File: config.mk
export PLATFORM = sky130hd
export DESIGN_NAME = q2e_sqrt_cell
export DESIGN_NICKNAME = d
export VERILOG_FILES = /design/src/design/q2e_pkg.sv /design/src/design/q2e_sqrt_cell.sv
export SDC_FILE = /design/constraint.sdc
export NUM_CORES = 1
export LEC_CHECK = 0
export BUFFER_PORTS_ARGS = -buffer_cell sky130_fd_sc_hd__buf_2
export CORE_AREA = 2 2 366 368
export DETAILED_ROUTE_END_ITERATION = 16
export DIE_AREA = 0 0 368 370
export PLACE_DENSITY = 0.41
export SLEW_MARGIN = 40
export SYNTH_ARGS = -nofsm -noshare
export SYNTH_HDL_FRONTEND = slang
export SYNTH_SLANG_ARGS = --single-unit
File: constraint.sdc
create_clock -name clk_i -period 15.35 [get_ports clk_i]
set_input_delay 0 -clock clk_i [delete_from_list [all_inputs] [get_ports clk_i]]
set_output_delay 0 -clock clk_i [all_outputs]
set_load 0.02 [all_outputs]
File: src/design/q2e_pkg.sv
// Shared constants, types and tables for the quaternion to Euler angle unit.
`default_nettype none
package q2e_pkg;

  localparam int CORDIC_STEPS = 16;
  localparam int SQRT_STEPS   = 29;
  localparam int LANE_W       = 40;
  localparam int ANG_W        = 34;
  localparam int RAD_W        = 57;
  localparam int ROOT_W       = RAD_W + 1;
  localparam int STEP_W       = 5;
  localparam int RES_W        = 17;

  localparam logic signed [ANG_W-1:0] HALF_PI_Q30 = 34'sd1686629713;
  localparam logic signed [RES_W-1:0] PI_Q13      = 17'sd25736;
  localparam logic signed [RES_W-1:0] HALF_PI_Q13 = 17'sd12868;

  typedef enum logic [1:0] {
    SAT_NONE,
    SAT_POS,
    SAT_NEG
  } sat_e;

  typedef struct packed {
    logic signed [LANE_W-1:0] x;
    logic signed [LANE_W-1:0] y;
    logic signed [ANG_W-1:0]  z;
    logic                     zero;
  } lane_t;

  typedef struct packed {
    lane_t              roll;
    lane_t              pitch;
    lane_t              yaw;
    logic [RAD_W-1:0]   rem;
    logic [ROOT_W-1:0]  root;
    sat_e               sat;
  } item_t;

  function automatic logic signed [ANG_W-1:0] atan_q30(input logic [STEP_W-1:0] i);
    logic signed [ANG_W-1:0] a;
    case (i)
      5'd0:  a = 34'sd843314857;
      5'd1:  a = 34'sd497837829;
      5'd2:  a = 34'sd263043837;
      5'd3:  a = 34'sd133525159;
      5'd4:  a = 34'sd67021687;
      5'd5:  a = 34'sd33543516;
      5'd6:  a = 34'sd16775851;
      5'd7:  a = 34'sd8388437;
      5'd8:  a = 34'sd4194283;
      5'd9:  a = 34'sd2097149;
      5'd10: a = 34'sd1048576;
      5'd11: a = 34'sd524288;
      5'd12: a = 34'sd262144;
      5'd13: a = 34'sd131072;
      5'd14: a = 34'sd65536;
      5'd15: a = 34'sd32768;
      5'd16: a = 34'sd16384;
      5'd17: a = 34'sd8192;
      5'd18: a = 34'sd4096;
      5'd19: a = 34'sd2048;
      5'd20: a = 34'sd1024;
      5'd21: a = 34'sd512;
      5'd22: a = 34'sd256;
      5'd23: a = 34'sd128;
      default: a = '0;
    endcase
    return a;
  endfunction

endpackage
`default_nettype wire

File: src/design/q2e_sqrt_cell.sv
// One digit cell of the pipelined integer square root for the pitch cosine.
`default_nettype none
module q2e_sqrt_cell (
  input  wire logic                          clk_i,
  input  wire logic                          rst_ni,
  input  wire logic [q2e_pkg::STEP_W-1:0]    step_i,
  input  wire logic                          in_valid_i,
  output logic                               in_ready_o,
  input  wire q2e_pkg::item_t                in_item_i,
  output logic                               out_valid_o,
  input  wire logic                          out_ready_i,
  output q2e_pkg::item_t                     out_item_o
);
  import q2e_pkg::*;

  logic valid_q;
  item_t item_q, item_d;
  logic [ROOT_W-1:0] bit_w;
  logic [ROOT_W:0] trial;

  assign in_ready_o = !valid_q || out_ready_i;
  assign out_valid_o = valid_q;
  assign out_item_o = item_q;

  always_comb begin
    bit_w = ROOT_W'(1) << {step_i, 1'b0};
    trial = (ROOT_W+1)'(in_item_i.root) + (ROOT_W+1)'(bit_w);
    item_d = in_item_i;
    if ((ROOT_W+1)'(in_item_i.rem) >= trial) begin
      item_d.rem = in_item_i.rem - trial[RAD_W-1:0];
      item_d.root = (in_item_i.root >> 1) + bit_w;
    end else begin
      item_d.root = in_item_i.root >> 1;
    end
  end

  always_ff @(posedge clk_i or negedge rst_ni) begin
    if (!rst_ni) begin
      valid_q <= 1'b0;
    end else if (in_ready_o) begin
      valid_q <= in_valid_i;
    end
  end

  always_ff @(posedge clk_i) begin
    if (in_ready_o) item_q <= item_d;
  end

endmodule
`default_nettype wire

==> qor.log <==
[yosys] share of async-settable or async-resettable flops after synthesis 0.00216
[routing] vias per cell 4.35
[clock_network] Setup Fix Bufs, Post-CTS 0
[clock_network] number of buffers added by the clock tree synthesis step 58
[yosys] post-synthesis cell area 0.0243 mm²
[critical_path] maximum cell stage delay along the critical path 610 ps
[status] status finished clean
[sta] Final Hold Viols 0
[power_and_ir_drop] largest voltage drop on the vdd net 74.3 µV
[power_and_ir_drop] Static Leakage 0.0156 µW
[placement] last weighted congestion value of the routability-driven placer 0.916
[global_routing] vias in the first global route 22,627
[yosys] EDFF count, synth 462
[cells_and_area] growth of design area from synthesis to finish 56.9%
[cells_and_area] leading cell types in the layout, fill and taps excluded buf_2, dlygate4sd3_1, edfxtp_1
[sta] RSZ-0062 raised after global routing false
[sta] Period minus WS final 7570 ps
[floorplan] die area 0.136 mm²
[critical_path] CP startpoint kind input pin
[sta] crit share post-route 0.493
[sta] setup_tns 0 ps
[placement] total instance count after detailed placement 4,581
[global_routing] global route total overflow 0
[clock_network] clock tree from TritonCTS yes
[floorplan] height of the die 370 µm
[yosys] register area share after synthesis 0.572
[clock_network] clock insertion delay at the later pin of the skew report 670 ps
[hold_path] number of cells on the worst hold path 2
[floorplan] die span in x 368 µm
[floorplan] I/O pin total 935
[yosys] mean post-synth cell area 12.5 µm²
[floorplan] row cnt 134
[sta] post-route clock skew 17.2 ps
[cells_and_area] non-filler instance count after layout 5,227
[clock_network] H-Tree Level Count 2
[cells_and_area] most common cell after layout, fill and taps aside buf_2
[yosys] post-synthesis sequential element count 463
[global_routing] largest net degree at the start of global routing 94
[floorplan] starting density of the core 0.184
[flow_run] # Max-Cap Violations 0
[yosys] Synth Instances 1,949
[critical_path] path depth of the worst reg2reg path 4
[placement] # port buffers 934
[critical_path] critical path start-end classification in -> reg
[critical_path] Bufs and invs on worst path 3
[critical_path] biggest fanout along the worst timing path 45
[routing] wl on met1 59.6 mm
[routing] met2 wire len 70.2 mm
[clock_network] library cell used as clock root buffer clkbuf_16
[yosys] top cells by area, synth edfxtp_1, ha_1, xnor2_1
[clock_network] Clock Path Buffers 3
[routing] metal3 WL 11.1 mm
[cells_and_area] Nets 3,961
[critical_path] kind of cell with the highest combined delay on the critical path simple AND/OR/NAND/NOR gates
[clock_network] number of sinks on the clock net 463
[yosys] Net Count, Synth 2,518
[routing] Detailed Routing Iterations Pass 1 6
[global_routing] number of antenna violations at the first check in global routing 52
[yosys] top cell type's share of synthesized area 0.571
[clock_network] clock-pin slew reported for the worst setup and hold paths after clock tree synthesis 60 ps
[sta] max_slew headroom 0.460
[sta] final slew viol count 0
[yosys] post-synthesis cell type with the largest combined area edfxtp_1
[global_routing] first-pass GRT wire length 193 mm
[routing] DRC marker count from the first detailed-route iteration 1,777
[critical_path] CP max-delay cell a211oi_1
[yosys] predominant post-synthesis flop cell edfxtp_1
[power_and_ir_drop] ratio of total power to cell area 103 mW/mm²
[routing] Top Metal Used met5
[critical_path] critical path data arrival time 7970 ps
[critical_path] CP Depth 26
[yosys] number of warnings printed during yosys synthesis 0
[routing] DRT antenna net count 0
[yosys] number of different library cells in the post-synthesis netlist 103
[routing] routed length per placed instance 27.8 µm
[routing] Vias 22,731
[global_routing] global-route total usage across every layer 0.204
[routing] total routed wirelength 146 mm
[sta] transition time at the pin with the least slew margin 807 ps
[floorplan] area inside the core boundary 0.132 mm²
[critical_path] slack of the worst reg-to-reg path 12,150 ps
[sta] final number of setup-violating endpoints 0
[hold_path] path class of the lowest-slack min-delay path in -> reg
[cells_and_area] proportion of layout cells with a drive suffix above 1 0.338
[placement] placed wire-length estimate after detailed placement 120 mm
[critical_path] data required time of the critical path 15,750 ps
[routing] post-detailed-route DRC marker count 0
[sta] maximum frequency from static timing analysis 132 MHz
[critical_path] CP endpoint kind register
-- cell usage after synthesis (all sizes together), types with 7 or more instances --
cell,count
or3,12
inv,49
edfxtp,462
mux2,71
o2111ai,11
a21boi,16
a21oi,88
o21a,13
o311ai,9
or2,8
and2,32
nor2b,12
buf,24
nor3,31
nand3,68
o21ai,89
a211o,7
nor4,15
a211oi,17
o21bai,14
a31oi,52
nand4,31
o211ai,23
clkbuf,61
nand2,130
o31ai,18
a31o,9
xnor2,121
ha,97
nor2,115
nand2b,13
a21o,52
xor2,53
and3,20
nand3b,10
-- power breakdown --
group / switching (µW) / total [µW] / internal (µW) / leakage, µW
Combinational: 573 / 928 / 355 / 0.00998
Sequential: 48.9 / 1570 / 1520 / 0.00466
Clock: 616 / 1440 / 821 / 0.000941
Total: 1240 / 3940 / 2700 / 0.0156
-- metal layers --
layer / track usage / vias to the layer above
li1: - / 10428
met1: 0.249 / 11298
met2: 0.348 / 836
met3: 0.0614 / 145
met4: 0.0580 / 24
met5: 0 / -
-- cell type report --
cell class | instances | area (µm²)
Fill cell | 14026 | 94300
Clock buffer | 66 | 1490
Clock inverter | 42 | 454
Multi-Input combinational cell | 1352 | 9810
Inverter | 49 | 184
Antenna cell | 19 | 47.5
Timing Repair Buffer | 1468 | 10000
Tap cell | 1768 | 2210
Sequential cell | 463 | 13900
-- path summary, 6_finish.rpt --
kind | start | end
max in group asynchronous | rst_ni | out_valid_o
min reg2reg | out_valid_o | out_item_o[26]
max reg2reg | out_valid_o | out_item_o[335]
min in group asynchronous | rst_ni | out_valid_o
max | step_i[0] | out_item_o[63]
min | in_item_i[241] | out_item_o[241]
-- worst register-to-register path: stages, from the launching register on --
cell and delay (ps):
dfrtp_1 420, nand2b_4 520, buf_6 580, buf_6 640
buf_4 660
-- registers in the layout, summed over array words and instances (netlist names) --
register and cells:
out_valid_o 1, out_item_o 462
-- cell families after synthesis --
family / after synthesis / synth area share
and+or+nand+nor: 519 / 0.108
AOI/OAI and AO/OA: 478 / 0.136
DFF: 463 / 0.572
xor gates and xnor gates: 174 / 0.0627
buffers and inverters: 134 / 0.0259
adders and majority gates: 104 / 0.0533
muxes: 77 / 0.0423
-- metrics by stage --
stage / power [µW] / worst slack, ps / util / hold slack [ps] / area (µm²)
finish: 3940 / 7780 / 0.288 / 39.8 / 38100
global route: 4100 / 7350 / 0.288 / 11.7 / 38100
CTS: 4000 / 7710 / 0.288 / 0.0598 / 38100
detailed placement: 2410 / 7000 / 0.234 / -223 / 30900
global placement: 2410 / 7090 / 0.233 / -224 / 30900
floorplan: 2070 / 3260 / - / -296 / 24300
-- repair_timing --
item                      4_1_cts  5_1_grt
hold endpoints to repair      464        0
hold buffers                  519        0
resized for setup               0        0
(Power assumes the default switching activity.)
