===== config.mk =====
export PLATFORM = sky130hd
export DESIGN_NAME = q2e_back
export DESIGN_NICKNAME = d
export VERILOG_FILES = /design/src/design/q2e_pkg.sv /design/src/design/q2e_back.sv
export SDC_FILE = /design/constraint.sdc
export NUM_CORES = 1
export LEC_CHECK = 0
export CAP_MARGIN = 20
export CORE_AREA = 2 2 202 204
export DETAILED_ROUTE_END_ITERATION = 12
export DIE_AREA = 0 0 204 206
export DONT_BUFFER_PORTS = 1
export GPL_ROUTABILITY_DRIVEN = 0
export PLACE_DENSITY = 0.3
export SYNTH_ARGS = -nofsm -noshare
export SYNTH_HDL_FRONTEND = slang
export SYNTH_SLANG_ARGS = --single-unit

===== constraint.sdc =====
create_clock -name clk_i -period 2.3 [get_ports clk_i]
set_clock_uncertainty 0.05 [all_clocks]
set_input_delay 0.345 -clock clk_i [delete_from_list [all_inputs] [get_ports clk_i]]
set_output_delay 0.345 -clock clk_i [all_outputs]
set_load 0.01 [all_outputs]

===== src/design/q2e_pkg.sv =====
// Shared constants, types and tables for the quaternion to Euler angle unit.
`default_nettype none
package q2e_pkg;

  localparam int CORDIC_STEPS = 16;
  localparam int SQRT_STEPS   = 29;
  localparam int LANE_W       = 40;
  localparam int ANG_W        = 34;
  localparam int RAD_W        = 57;
  localparam int ROOT_W       = RAD_W + 1;
  localparam int STEP_W       = 5;
  localparam int RES_W        = 17;

  localparam logic signed [ANG_W-1:0] HALF_PI_Q30 = 34'sd1686629713;
  localparam logic signed [RES_W-1:0] PI_Q13      = 17'sd25736;
  localparam logic signed [RES_W-1:0] HALF_PI_Q13 = 17'sd12868;

  typedef enum logic [1:0] {
    SAT_NONE,
    SAT_POS,
    SAT_NEG
  } sat_e;

  typedef struct packed {
    logic signed [LANE_W-1:0] x;
    logic signed [LANE_W-1:0] y;
    logic signed [ANG_W-1:0]  z;
    logic                     zero;
  } lane_t;

  typedef struct packed {
    lane_t              roll;
    lane_t              pitch;
    lane_t              yaw;
    logic [RAD_W-1:0]   rem;
    logic [ROOT_W-1:0]  root;
    sat_e               sat;
  } item_t;

  function automatic logic signed [ANG_W-1:0] atan_q30(input logic [STEP_W-1:0] i);
    logic signed [ANG_W-1:0] a;
    case (i)
      5'd0:  a = 34'sd843314857;
      5'd1:  a = 34'sd497837829;
      5'd2:  a = 34'sd263043837;
      5'd3:  a = 34'sd133525159;
      5'd4:  a = 34'sd67021687;
      5'd5:  a = 34'sd33543516;
      5'd6:  a = 34'sd16775851;
      5'd7:  a = 34'sd8388437;
      5'd8:  a = 34'sd4194283;
      5'd9:  a = 34'sd2097149;
      5'd10: a = 34'sd1048576;
      5'd11: a = 34'sd524288;
      5'd12: a = 34'sd262144;
      5'd13: a = 34'sd131072;
      5'd14: a = 34'sd65536;
      5'd15: a = 34'sd32768;
      5'd16: a = 34'sd16384;
      5'd17: a = 34'sd8192;
      5'd18: a = 34'sd4096;
      5'd19: a = 34'sd2048;
      5'd20: a = 34'sd1024;
      5'd21: a = 34'sd512;
      5'd22: a = 34'sd256;
      5'd23: a = 34'sd128;
      default: a = '0;
    endcase
    return a;
  endfunction

endpackage
`default_nettype wire


===== src/design/q2e_back.sv =====
// Output stage: rounds the accumulated angles, applies clamps and pitch saturation.
`default_nettype none
module q2e_back (
  input  wire logic           clk_i,
  input  wire logic           rst_ni,
  input  wire logic           in_valid_i,
  output logic                in_ready_o,
  input  wire q2e_pkg::item_t in_item_i,
  output logic                out_valid_o,
  input  wire logic           out_ready_i,
  output logic signed [15:0]  roll_angle_o,
  output logic signed [14:0]  pitch_angle_o,
  output logic signed [15:0]  yaw_angle_o
);
  import q2e_pkg::*;

  logic valid_q;
  logic signed [15:0] roll_q, yaw_q;
  logic signed [14:0] pitch_q;
  logic signed [RES_W-1:0] roll_d, pitch_d, yaw_d;

  function automatic logic signed [RES_W-1:0] finish(input lane_t l,
                                                     input logic signed [RES_W-1:0] lim);
    logic signed [ANG_W-1:0] s;
    logic signed [RES_W-1:0] r;
    s = (l.z + 34'sd65536) >>> 17;
    if (l.zero) begin
      r = '0;
    end else if (s > ANG_W'(lim)) begin
      r = lim;
    end else if (s < -ANG_W'(lim)) begin
      r = -lim;
    end else begin
      r = s[RES_W-1:0];
    end
    return r;
  endfunction

  assign in_ready_o = !valid_q || out_ready_i;
  assign out_valid_o = valid_q;
  assign roll_angle_o = roll_q;
  assign pitch_angle_o = pitch_q;
  assign yaw_angle_o = yaw_q;

  always_comb begin
    roll_d = finish(in_item_i.roll, PI_Q13);
    yaw_d = finish(in_item_i.yaw, PI_Q13);
    case (in_item_i.sat)
      SAT_POS: pitch_d = HALF_PI_Q13;
      SAT_NEG: pitch_d = -HALF_PI_Q13;
      default: pitch_d = finish(in_item_i.pitch, HALF_PI_Q13);
    endcase
  end

  always_ff @(posedge clk_i or negedge rst_ni) begin
    if (!rst_ni) begin
      valid_q <= 1'b0;
    end else if (in_ready_o) begin
      valid_q <= in_valid_i;
    end
  end

  always_ff @(posedge clk_i) begin
    if (in_ready_o) begin
      roll_q <= roll_d[15:0];
      pitch_q <= pitch_d[14:0];
      yaw_q <= yaw_d[15:0];
    end
  end

endmodule
`default_nettype wire


==> results by group <==
Synth
  • Yosys cell types: 74
  • Cell count after synthesis: about 500
  • Seq/Total Area, Yosys: around 34%
  • Dominant synthesized flop cell: edfxtp_1
  • Synth Net Count: just under 1000
  • Most frequent cell after synthesis: edfxtp_1
  • Async SR Flop Fraction: about 2.1%
  • Post-synth top area share: 33.0%
  • Synth cell count leaders: 47 x edfxtp_1, 42 x nand2_1, 35 x a21oi_1
  • Mapped Area: between 4000 and 5000 um2
  • Post-synthesis sequential element count: between 40 and 50
  • Syn avg cell area: around 8.6 um2
  • Post-synth top area cell: edfxtp_1
  • Largest cells by area after synthesis: edfxtp_1 33%, xnor2_1 5.7%, a21oi_1 4.1%
  • Synth warn: 0
  • Post-synth EDFFs: 47

Timing
  • TNS Setup: 0 ns
  • Unrepaired setup endpoints after global routing: true
  • Hold Vio Cnt, Final: 0
  • Final setup viols: 0
  • Rel. slew slack: between 60 and 70%
  • Final min period: 2.30 ns
  • Pins Over Slew Limit: 0
  • Slew @ Worst Pin: 0.463 ns
  • Final hold slack: between 0.09 and 0.1 ns
  • Final Cycle Share: roughly 100%
  • Max Fclk: about 440 MHz

Placed design
  • HPWL Detailed: ~16 mm
  • DP Area: 5640 um2
  • PortBufs: 0
  • Placed insts: between 1000 and 1500

Final layout
  • Non-Filler Instances: 1099
  • Fin nets: about 1000
  • Area grow syn2layout: 40.0%
  • Share of cells above drive strength 1: between 20 and 30%
  • Fin area: between 5000 and 6000 um2
  • Antenna diodes: 0
  • Fin util: about 15%

Detailed routing
  • Final ANT Viol Nets: 0
  • DR WL/cell: around 18 um
  • Detailed Routing Iterations Pass 1: 4
  • Routed WL: a little under 20 mm
  • Vias per cell: around 3.8
  • Drc violations: 0
  • 1st-iter DRT viols: 236
  • Vias: 4133

Floorplanning
  • Initial core utilization: around a tenth
  • Row count: 74
  • Die Y: a little over 200 um
  • Chip Width: between 200 and 250 um
  • Core ar.: ~40000 um2
  • Die Footprint: roughly 42000 um2
  • I/O pin count: 515

Worst setup path
  • Arr. time, crit path: 2.31 ns
  • Worst path max stage delay: about 0.53 ns
  • WP data required: 2.31 ns
  • Kind of critical path: in2reg
  • Worst path cell trace: ha_4 > nand3_4 > or4_4 > mux2_4 > a222oi_1 > buf_4 > a21boi_2 > nand2b_4 > a21oi_4
  • Setup crit start kind: input pin
  • Worst-path maximum fanout: 5
  • Setup crit end kind: flip-flop
  • Slowest-stage cell, CP: or4_4

Power
  • Leakage power: just under 2 nW
  • Peak supply drop: around 0.00024 V
  • PwrDens: ~450 nW/um2

Clocking
  • Num CTS Buffers: 5
  • Clk pin slew, worst setup/hold paths: roughly 0.08 ns
  • CTS tree: built
  • Clock buffer depth: 2
  • Worst skew pair latency: 0.30 ns
  • Clock sink total: 48
  • H-Tree Level Count: 2
  • Clock root cell: clkbuf_16

GRT
  • Vias in the first global route: between 4000 and 5000
  • Initial antenna violation count: 0
  • Total GRT Usage: a little under a tenth
  • Largest net degree at the start of global routing: around 40
  • First-pass GRT wire length: 28.5 mm
  • GRT Residual Overflow: 0

Worst hold path
  • Worst Hold Class: in2reg

Run
  • Total of max-cap violations: 0

Status
  • Status: complete, no violations
## routing by layer
layer / vias up / share of wire [%] / GRT usage (%)
met4: 0 / 0.81 / 1.79
met3: 9 / 9.7 / 4.15
met1: 1963 / 42 / 11.1
li1: 2061 / - / -
met5: - / 0 / 0
met2: 100 / 47 / 15.1
## state kept, by name, summed over array words and instances (netlist names)
register and count:
roll_angle_o 16, yaw_angle_o 16, pitch_angle_o 15, out_valid_o 1
## power by group
part           total [mW]  leakage [nW]  switching (mW)  internal, mW
Sequential           1.17         0.510           0.101          1.07
Combinational       0.536          1.38           0.277         0.259
Clock               0.987        0.0911           0.362         0.625
Total                2.69          1.98           0.740          1.95
## through the flow
| stage | power [mW] | setup WS, ns |
|---|---|---|
| final | 2.69 | 0.00164 |
| after global routing | 2.83 | -0.0857 |
| after CTS | 2.74 | -0.00276 |
| after detailed placement | 1.71 | -0.440 |
| after global placement | 1.72 | -0.449 |
| after floorplan | 1.53 | -0.208 |
## worst paths after layout
path,start,cells past startpoint,end,slack (ns)
hold reg to reg,out_valid_o,2,out_valid_o,0.73
max in group asynchronous,rst_ni,1,out_valid_o,1.91
setup / recovery,in_item_i[364],9,roll_angle_o[7],0.002
min in group asynchronous,rst_ni,1,out_valid_o,0.19
setup reg to reg,out_valid_o,2,yaw_angle_o[6],0.89
hold / removal,in_valid_i,1,out_valid_o,0.1
## worst max-delay path: cells and delay by family
family	cells	cell delay (ns)
and+or+nand+nor	3	0.77
AOI/OAI and AO/OA	3	0.56
muxes	1	0.32
buffers and inverters	1	0.18
adders and majority gates	1	0.13
## repair_timing
action | 4_1_cts | 5_1_grt
hold buffers | 1 | 0
pin swaps | 3 | 6
setup buffers | 1 | 2
endpoints found under the setup margin | 13 | 32
endpoints found under the hold margin | 1 | 0
gates resized for setup | 9 | 17
## cells in the final DEF, fill, tap and decap left out, drive strengths merged, types with 7 or more instances in the layout
master / synthesis / final
a211oi: 10 / 10
a21oi: 35 / 35
a31oi: 7 / 7
and2: 9 / 9
and3: 8 / 8
buf: 20 / 105
edfxtp: 47 / 47
inv: 13 / 13
nand2: 42 / 42
nand2b: 8 / 8
nand3: 25 / 25
nand4: 18 / 18
nor2: 31 / 31
nor3: 19 / 19
nor4: 15 / 15
o21ai: 12 / 12
o31ai: 11 / 11
xnor2: 28 / 28
xor2: 12 / 12
## area by class of cell
| type | instances | area (um2) |
|---|---|---|
| clock buffers | 6 | 129 |
| clock inverters | 2 | 60.1 |
| fillers | 4618 | 34200 |
| inverters | 13 | 48.8 |
| multi-input cells | 392 | 2820 |
| flip-flops and latches | 48 | 1440 |
| well taps | 532 | 666 |
| repair buffers | 106 | 831 |
## cells by family after synthesis
| logic type | share of synthesized area, % |
|---|---|
| AOI/OAI and AO/OA | 22.4 |
| xor gates and xnor gates | 8.18 |
| adders and majority gates | 2.40 |
| buffers and inverters | 5.82 |
| DFF | 33.6 |
| muxes | 0.585 |
| and+or+nand+nor | 27.1 |
(Power assumes the default switching activity.)
