File: src/design/q2e_pkg.sv
// Shared constants, types and tables for the quaternion to Euler angle unit.
`default_nettype none
package q2e_pkg;

  localparam int CORDIC_STEPS = 16;
  localparam int SQRT_STEPS   = 29;
  localparam int LANE_W       = 40;
  localparam int ANG_W        = 34;
  localparam int RAD_W        = 57;
  localparam int ROOT_W       = RAD_W + 1;
  localparam int STEP_W       = 5;
  localparam int RES_W        = 17;

  localparam logic signed [ANG_W-1:0] HALF_PI_Q30 = 34'sd1686629713;
  localparam logic signed [RES_W-1:0] PI_Q13      = 17'sd25736;
  localparam logic signed [RES_W-1:0] HALF_PI_Q13 = 17'sd12868;

  typedef enum logic [1:0] {
    SAT_NONE,
    SAT_POS,
    SAT_NEG
  } sat_e;

  typedef struct packed {
    logic signed [LANE_W-1:0] x;
    logic signed [LANE_W-1:0] y;
    logic signed [ANG_W-1:0]  z;
    logic                     zero;
  } lane_t;

  typedef struct packed {
    lane_t              roll;
    lane_t              pitch;
    lane_t              yaw;
    logic [RAD_W-1:0]   rem;
    logic [ROOT_W-1:0]  root;
    sat_e               sat;
  } item_t;

  function automatic logic signed [ANG_W-1:0] atan_q30(input logic [STEP_W-1:0] i);
    logic signed [ANG_W-1:0] a;
    case (i)
      5'd0:  a = 34'sd843314857;
      5'd1:  a = 34'sd497837829;
      5'd2:  a = 34'sd263043837;
      5'd3:  a = 34'sd133525159;
      5'd4:  a = 34'sd67021687;
      5'd5:  a = 34'sd33543516;
      5'd6:  a = 34'sd16775851;
      5'd7:  a = 34'sd8388437;
      5'd8:  a = 34'sd4194283;
      5'd9:  a = 34'sd2097149;
      5'd10: a = 34'sd1048576;
      5'd11: a = 34'sd524288;
      5'd12: a = 34'sd262144;
      5'd13: a = 34'sd131072;
      5'd14: a = 34'sd65536;
      5'd15: a = 34'sd32768;
      5'd16: a = 34'sd16384;
      5'd17: a = 34'sd8192;
      5'd18: a = 34'sd4096;
      5'd19: a = 34'sd2048;
      5'd20: a = 34'sd1024;
      5'd21: a = 34'sd512;
      5'd22: a = 34'sd256;
      5'd23: a = 34'sd128;
      default: a = '0;
    endcase
    return a;
  endfunction

endpackage
`default_nettype wire

File: src/design/q2e_cordic_cell.sv
// One micro-rotation cell of the vectoring CORDIC, applied to all three angle lanes.
`default_nettype none
module q2e_cordic_cell (
  input  wire logic                          clk_i,
  input  wire logic                          rst_ni,
  input  wire logic [q2e_pkg::STEP_W-1:0]    step_i,
  input  wire logic                          in_valid_i,
  output logic                               in_ready_o,
  input  wire q2e_pkg::item_t                in_item_i,
  output logic                               out_valid_o,
  input  wire logic                          out_ready_i,
  output q2e_pkg::item_t                     out_item_o
);
  import q2e_pkg::*;

  logic valid_q;
  item_t item_q, item_d;

  function automatic lane_t rotate(input lane_t l, input logic [STEP_W-1:0] i);
    lane_t r;
    logic signed [LANE_W-1:0] dx, dy;
    logic signed [ANG_W-1:0] a;
    dx = $signed(l.y) >>> i;
    dy = $signed(l.x) >>> i;
    a = atan_q30(i);
    r = l;
    if (l.y >= 0) begin
      r.x = l.x + dx;
      r.y = l.y - dy;
      r.z = l.z + a;
    end else begin
      r.x = l.x - dx;
      r.y = l.y + dy;
      r.z = l.z - a;
    end
    return r;
  endfunction

  assign in_ready_o = !valid_q || out_ready_i;
  assign out_valid_o = valid_q;
  assign out_item_o = item_q;

  always_comb begin
    item_d = in_item_i;
    item_d.roll = rotate(in_item_i.roll, step_i);
    item_d.pitch = rotate(in_item_i.pitch, step_i);
    item_d.yaw = rotate(in_item_i.yaw, step_i);
  end

  always_ff @(posedge clk_i or negedge rst_ni) begin
    if (!rst_ni) begin
      valid_q <= 1'b0;
    end else if (in_ready_o) begin
      valid_q <= in_valid_i;
    end
  end

  always_ff @(posedge clk_i) begin
    if (in_ready_o) item_q <= item_d;
  end

endmodule
`default_nettype wire

File: config.mk
export PLATFORM = sky130hd
export DESIGN_NAME = q2e_cordic_cell
export DESIGN_NICKNAME = d
export VERILOG_FILES = /design/src/design/q2e_pkg.sv /design/src/design/q2e_cordic_cell.sv
export SDC_FILE = /design/constraint.sdc
export NUM_CORES = 2
export LEC_CHECK = 0
export ABC_AREA = 1
export BUFFER_PORTS_ARGS = -buffer_cell sky130_fd_sc_hd__buf_2
export CORE_ASPECT_RATIO = 1.2
export CORE_MARGIN = 3
export CORE_UTILIZATION = 40
export CTS_CLUSTER_DIAMETER = 100
export CTS_CLUSTER_SIZE = 28
export DETAILED_ROUTE_END_ITERATION = 10
export PLACE_DENSITY = 0.69
export REMOVE_ABC_BUFFERS = 1
export SYNTH_ARGS = -nofsm -noshare
export SYNTH_HDL_FRONTEND = slang
export SYNTH_SLANG_ARGS = --single-unit
File: constraint.sdc
create_clock -name clk_i -period 16 [get_ports clk_i]
set_input_delay 3.2 -clock clk_i [delete_from_list [all_inputs] [get_ports clk_i]]
set_output_delay 3.2 -clock clk_i [all_outputs]
set_load 0.03 [all_outputs]
==> impl_summary.md <==
Clocking
The CTS tree is built. The clock insertion delay at the later pin of the skew report is approximately 0.7 ns. Clock tree synthesis selected as its root buffer the cell clkbuf_16.

For this design, the CTS-stage hold fixing added 0 buffers. The CTS buffer count is 30. CTS saw 463 sinks. The number of cells upsized or downsized after cts is 0. In this run the number of H-tree levels came out at 1. In this run the deepest clock path goes through 3 buffers.

Clock-pin slew was measured on the worst setup and hold paths at 0.11 ns. The number of post-CTS setup repair buffers is 0.

Min path
The tightest min-delay check is of the register to register type.

Timing
The worst path in the final design needs a cycle of around 10 ns, including I/O delays and setup. For this run, the top clock speed supported by timing is around 99 MHz. The number of endpoints with negative hold slack in the final report came to 0. In the final timing run, aggregate negative setup slack is 0 ns.

The worst max-slew margin expressed relative to the limit is 0.142. Dividing the final minimum period by the clock period gives 0.633. Setup repair after global routing left no endpoint under its margin.

For the final database, setup skew stands at approximately 0.034 ns. The transition time at the pin with the least slew margin is around 1.3 ns. Setup violations remaining at the end of the flow were counted as 0. The max-slew violation count is 0.

The worst-case setup margin in the final layout is around 5.9 ns.

Layout
From synthesis to final layout, the design area changed by 12.8%. The fraction of final layout cells sized beyond drive strength 1 is 0.121. The final standard cell utilization of the core is 0.455. The finished cells cover 62,700 um2. The final net count is between 10,000 and 15,000.

Critical path
The largest stage delay on the critical path is 0.90 ns. Of all nets on the critical path, the largest fanout is slightly below 100. The cell repeated most along the worst path is nand2_1. The slowest stage of the critical path belongs to the cell o21ai_1. STA puts the critical path data arrival time at approximately 11 ns. Data on the critical path is required at its endpoint by approximately 16 ns. The worst setup path is captured at a register.

The critical setup path kind is input port to register. The worst setup path is launched from an input port.

Floorplan
The height of the die is just over 400 um. The area of the die is roughly 140,000 um2. The top-level I/O count is between 900 and 1,000.

The initialized floorplan defines 149 standard-cell rows. The initial utilization of the core area, before any placement, comes to 0.403. The core region is 138,000 um2. The die outline width is roughly 350 um.

Placed design
The count of buffers from port buffering is just over 900. The instance area after placement is just over 60,000 um2. At the end of routability-driven placement, the weighted congestion stood at 1.05.

Prior to clock tree synthesis, the placed netlist has a worst setup slack of around 5.3 ns. The detailed placer's ending HPWL is between 200 and 250 mm.

Synth
The fraction of the yosys area taken by sequential cells is 0.250. Counting flops with a built-in enable in the synthesized netlist gives approximately 460. The cell count after synthesis came out at 8,720. For this run, asynchronously set or reset flops after synthesis account for 0.00216.

The most used flip-flop cell after synthesis is edfxtp_1. The synthesized area per cell is around 6.4 um2. After synthesis the netlist holds a flip-flop and latch count of roughly 460. After synthesis, the netlist uses slightly below 60 different library cells.

Yosys printed 0 warnings. In this run the cell area of the synthesized design comes to 55,600 um2.

GRT
The first global-routing pass estimated 394 mm of wire. The maximum number of pins on one net before global-route repair is 130. For this run, the total global-route usage over all layers was measured as 0.365. The initial antenna violation count is 69. The total congestion overflow after global routing is 0. The number of global-route vias before repair is ~61,000.

Pwr
For this design the static power due to leakage is a little over 30 nW. The total power density per cell area is around 110 nW/um2. The worst ir drop on vdd is 0.100 mV.

Run status
The flow ran to the end, and the final reports show no timing, DRC or antenna violations.

Detailed routing
Dividing the detail-routed wire length by the instance count gives 24.4 um. The final antenna-violating net count is 0. The number of vias per cell is between 5 and 6. The pre-antenna-repair detailed-routing pass consisted of 7 iterations. The iteration-0 DRC count of the detailed router is just over 6,000. The total DRC errors in the routed layout is 0. After detailed routing, the total wire length is about 280 mm. Detailed routing inserted a total of about 65,000 vias.

Run
Max-cap violations in this run came to 0.
==> worst paths after layout <==
| check | start | to | slack [ns] | cells after the start |
|---|---|---|---|---|
| hold / removal | out_valid_o$_DFFE_PN0P_ | out_item_o[81]$_DFFE_PP_ | 1.09 | 1 |
| hold reg to reg | out_valid_o$_DFFE_PN0P_ | out_item_o[81]$_DFFE_PP_ | 1.09 | 1 |
| setup / recovery | step_i[1] | out_item_o[264]$_DFFE_PP_ | 5.87 | 31 |
| setup reg to reg | out_valid_o$_DFFE_PN0P_ | out_item_o[420]$_DFFE_PP_ | 12.08 | 4 |
| max in group asynchronous | rst_ni | out_valid_o$_DFFE_PN0P_ | 13.69 | 1 |
| min in group asynchronous | rst_ni | out_valid_o$_DFFE_PN0P_ | 2.23 | 1 |
==> worst max-delay path: cells and delay by family <==
| kind | cells | cell delay (ns) |
|---|---|---|
| buffers and inverters | 7 | 2.23 |
| AO/OA/AOI/OAI | 4 | 2.19 |
| XOR/XNOR | 1 | 0.06 |
| AND/OR/NAND/NOR | 16 | 1.82 |
| adder cells (fa/ha/maj) | 3 | 0.89 |
==> synth_stat cells (47+ instances only) <==
cell	instances	area share
a31oi_1	110	0.012
ha_1	357	0.080
nor3_1	56	0.0050
edfxtp_1	462	0.25
nor2_1	674	0.046
clkbuf_1	87	0.0059
nand2_1	2809	0.19
nand4_1	78	0.0088
xor2_1	301	0.047
nor4_1	47	0.0053
o21ai_0	351	0.032
a21oi_1	453	0.041
buf_2	111	0.010
nand3_1	1319	0.12
inv_1	813	0.055
xnor2_1	170	0.027
buf_1	77	0.0052
==> stage by stage <==
stage	std cells	total power, mW	hold slack (ns)
after floorplan	8417	4.28	2.90
after global placement	11200	5.63	1.09
after detailed placement	11200	5.62	1.11
after CTS	11300	6.60	1.13
after global routing	11300	6.95	1.16
final	11300	6.61	1.09
==> registers in the layout (all words and copies together), names as in the netlist <==
name         count
out_item_o     462
out_valid_o      1
==> layout make-up <==
type,count,area [um2]
flip-flops and latches,463,13900
clock buffers,32,758
inverters,839,3170
clock inverters,21,388
diodes,31,77.6
multi-input cells,7115,37100
well taps,1812,2270
fillers,14900,75100
repair buffers,977,5040
==> layout by cell type (no fill, tap or decap), types with 6 or more instances in the layout <==
cell       count
nand3b_1      40
nor2_2        28
nand2_1     2808
a21oi_1      453
and2_1        10
xor2_1       301
o2111ai_1      6
nand2_2       15
o221ai_1      26
a31oi_1      110
buf_2        927
nor2_1       672
edfxtp_1     462
o211ai_1      33
a21o_1        31
nor4_1        47
a21oi_2       10
o21ai_0      351
o21bai_1      15
o31ai_1       12
nand4_1       78
nor3_1        56
xnor2_1      170
clkbuf_16     30
o21ai_1       40
inv_1        811
diode_2       31
o21ai_2        7
fa_1           9
a21boi_0      29
nand3_1     1319
buf_4         45
ha_1         357
nor2_4        11
inv_2         22
o21a_1        25
==> routing by layer <==
| layer | track usage | vias to the layer above | wire length [um] |
|---|---|---|---|
| li1 | - | 30700 | - |
| met1 | 0.402 | 29900 | 98900 |
| met2 | 0.627 | 3089 | 131000 |
| met3 | 0.0758 | 831 | 22600 |
| met4 | 0.256 | 56 | 23000 |
| met5 | 0 | - | 377 |
==> cells by family after synthesis <==
kind of cell | synth area share
xor+xnor | 0.0742
simple gates | 0.390
flops | 0.250
fa+ha+maj | 0.0836
compound gates | 0.120
buf+inv | 0.0827
==> power by group <==
| part | total, mW | switching [mW] | internal, mW |
|---|---|---|---|
| logic | 3.73 | 2.69 | 1.04 |
| registers | 1.93 | 0.167 | 1.76 |
| clock network | 0.945 | 0.543 | 0.402 |
| total | 6.61 | 3.40 | 3.20 |
(Power assumes the default switching activity.)
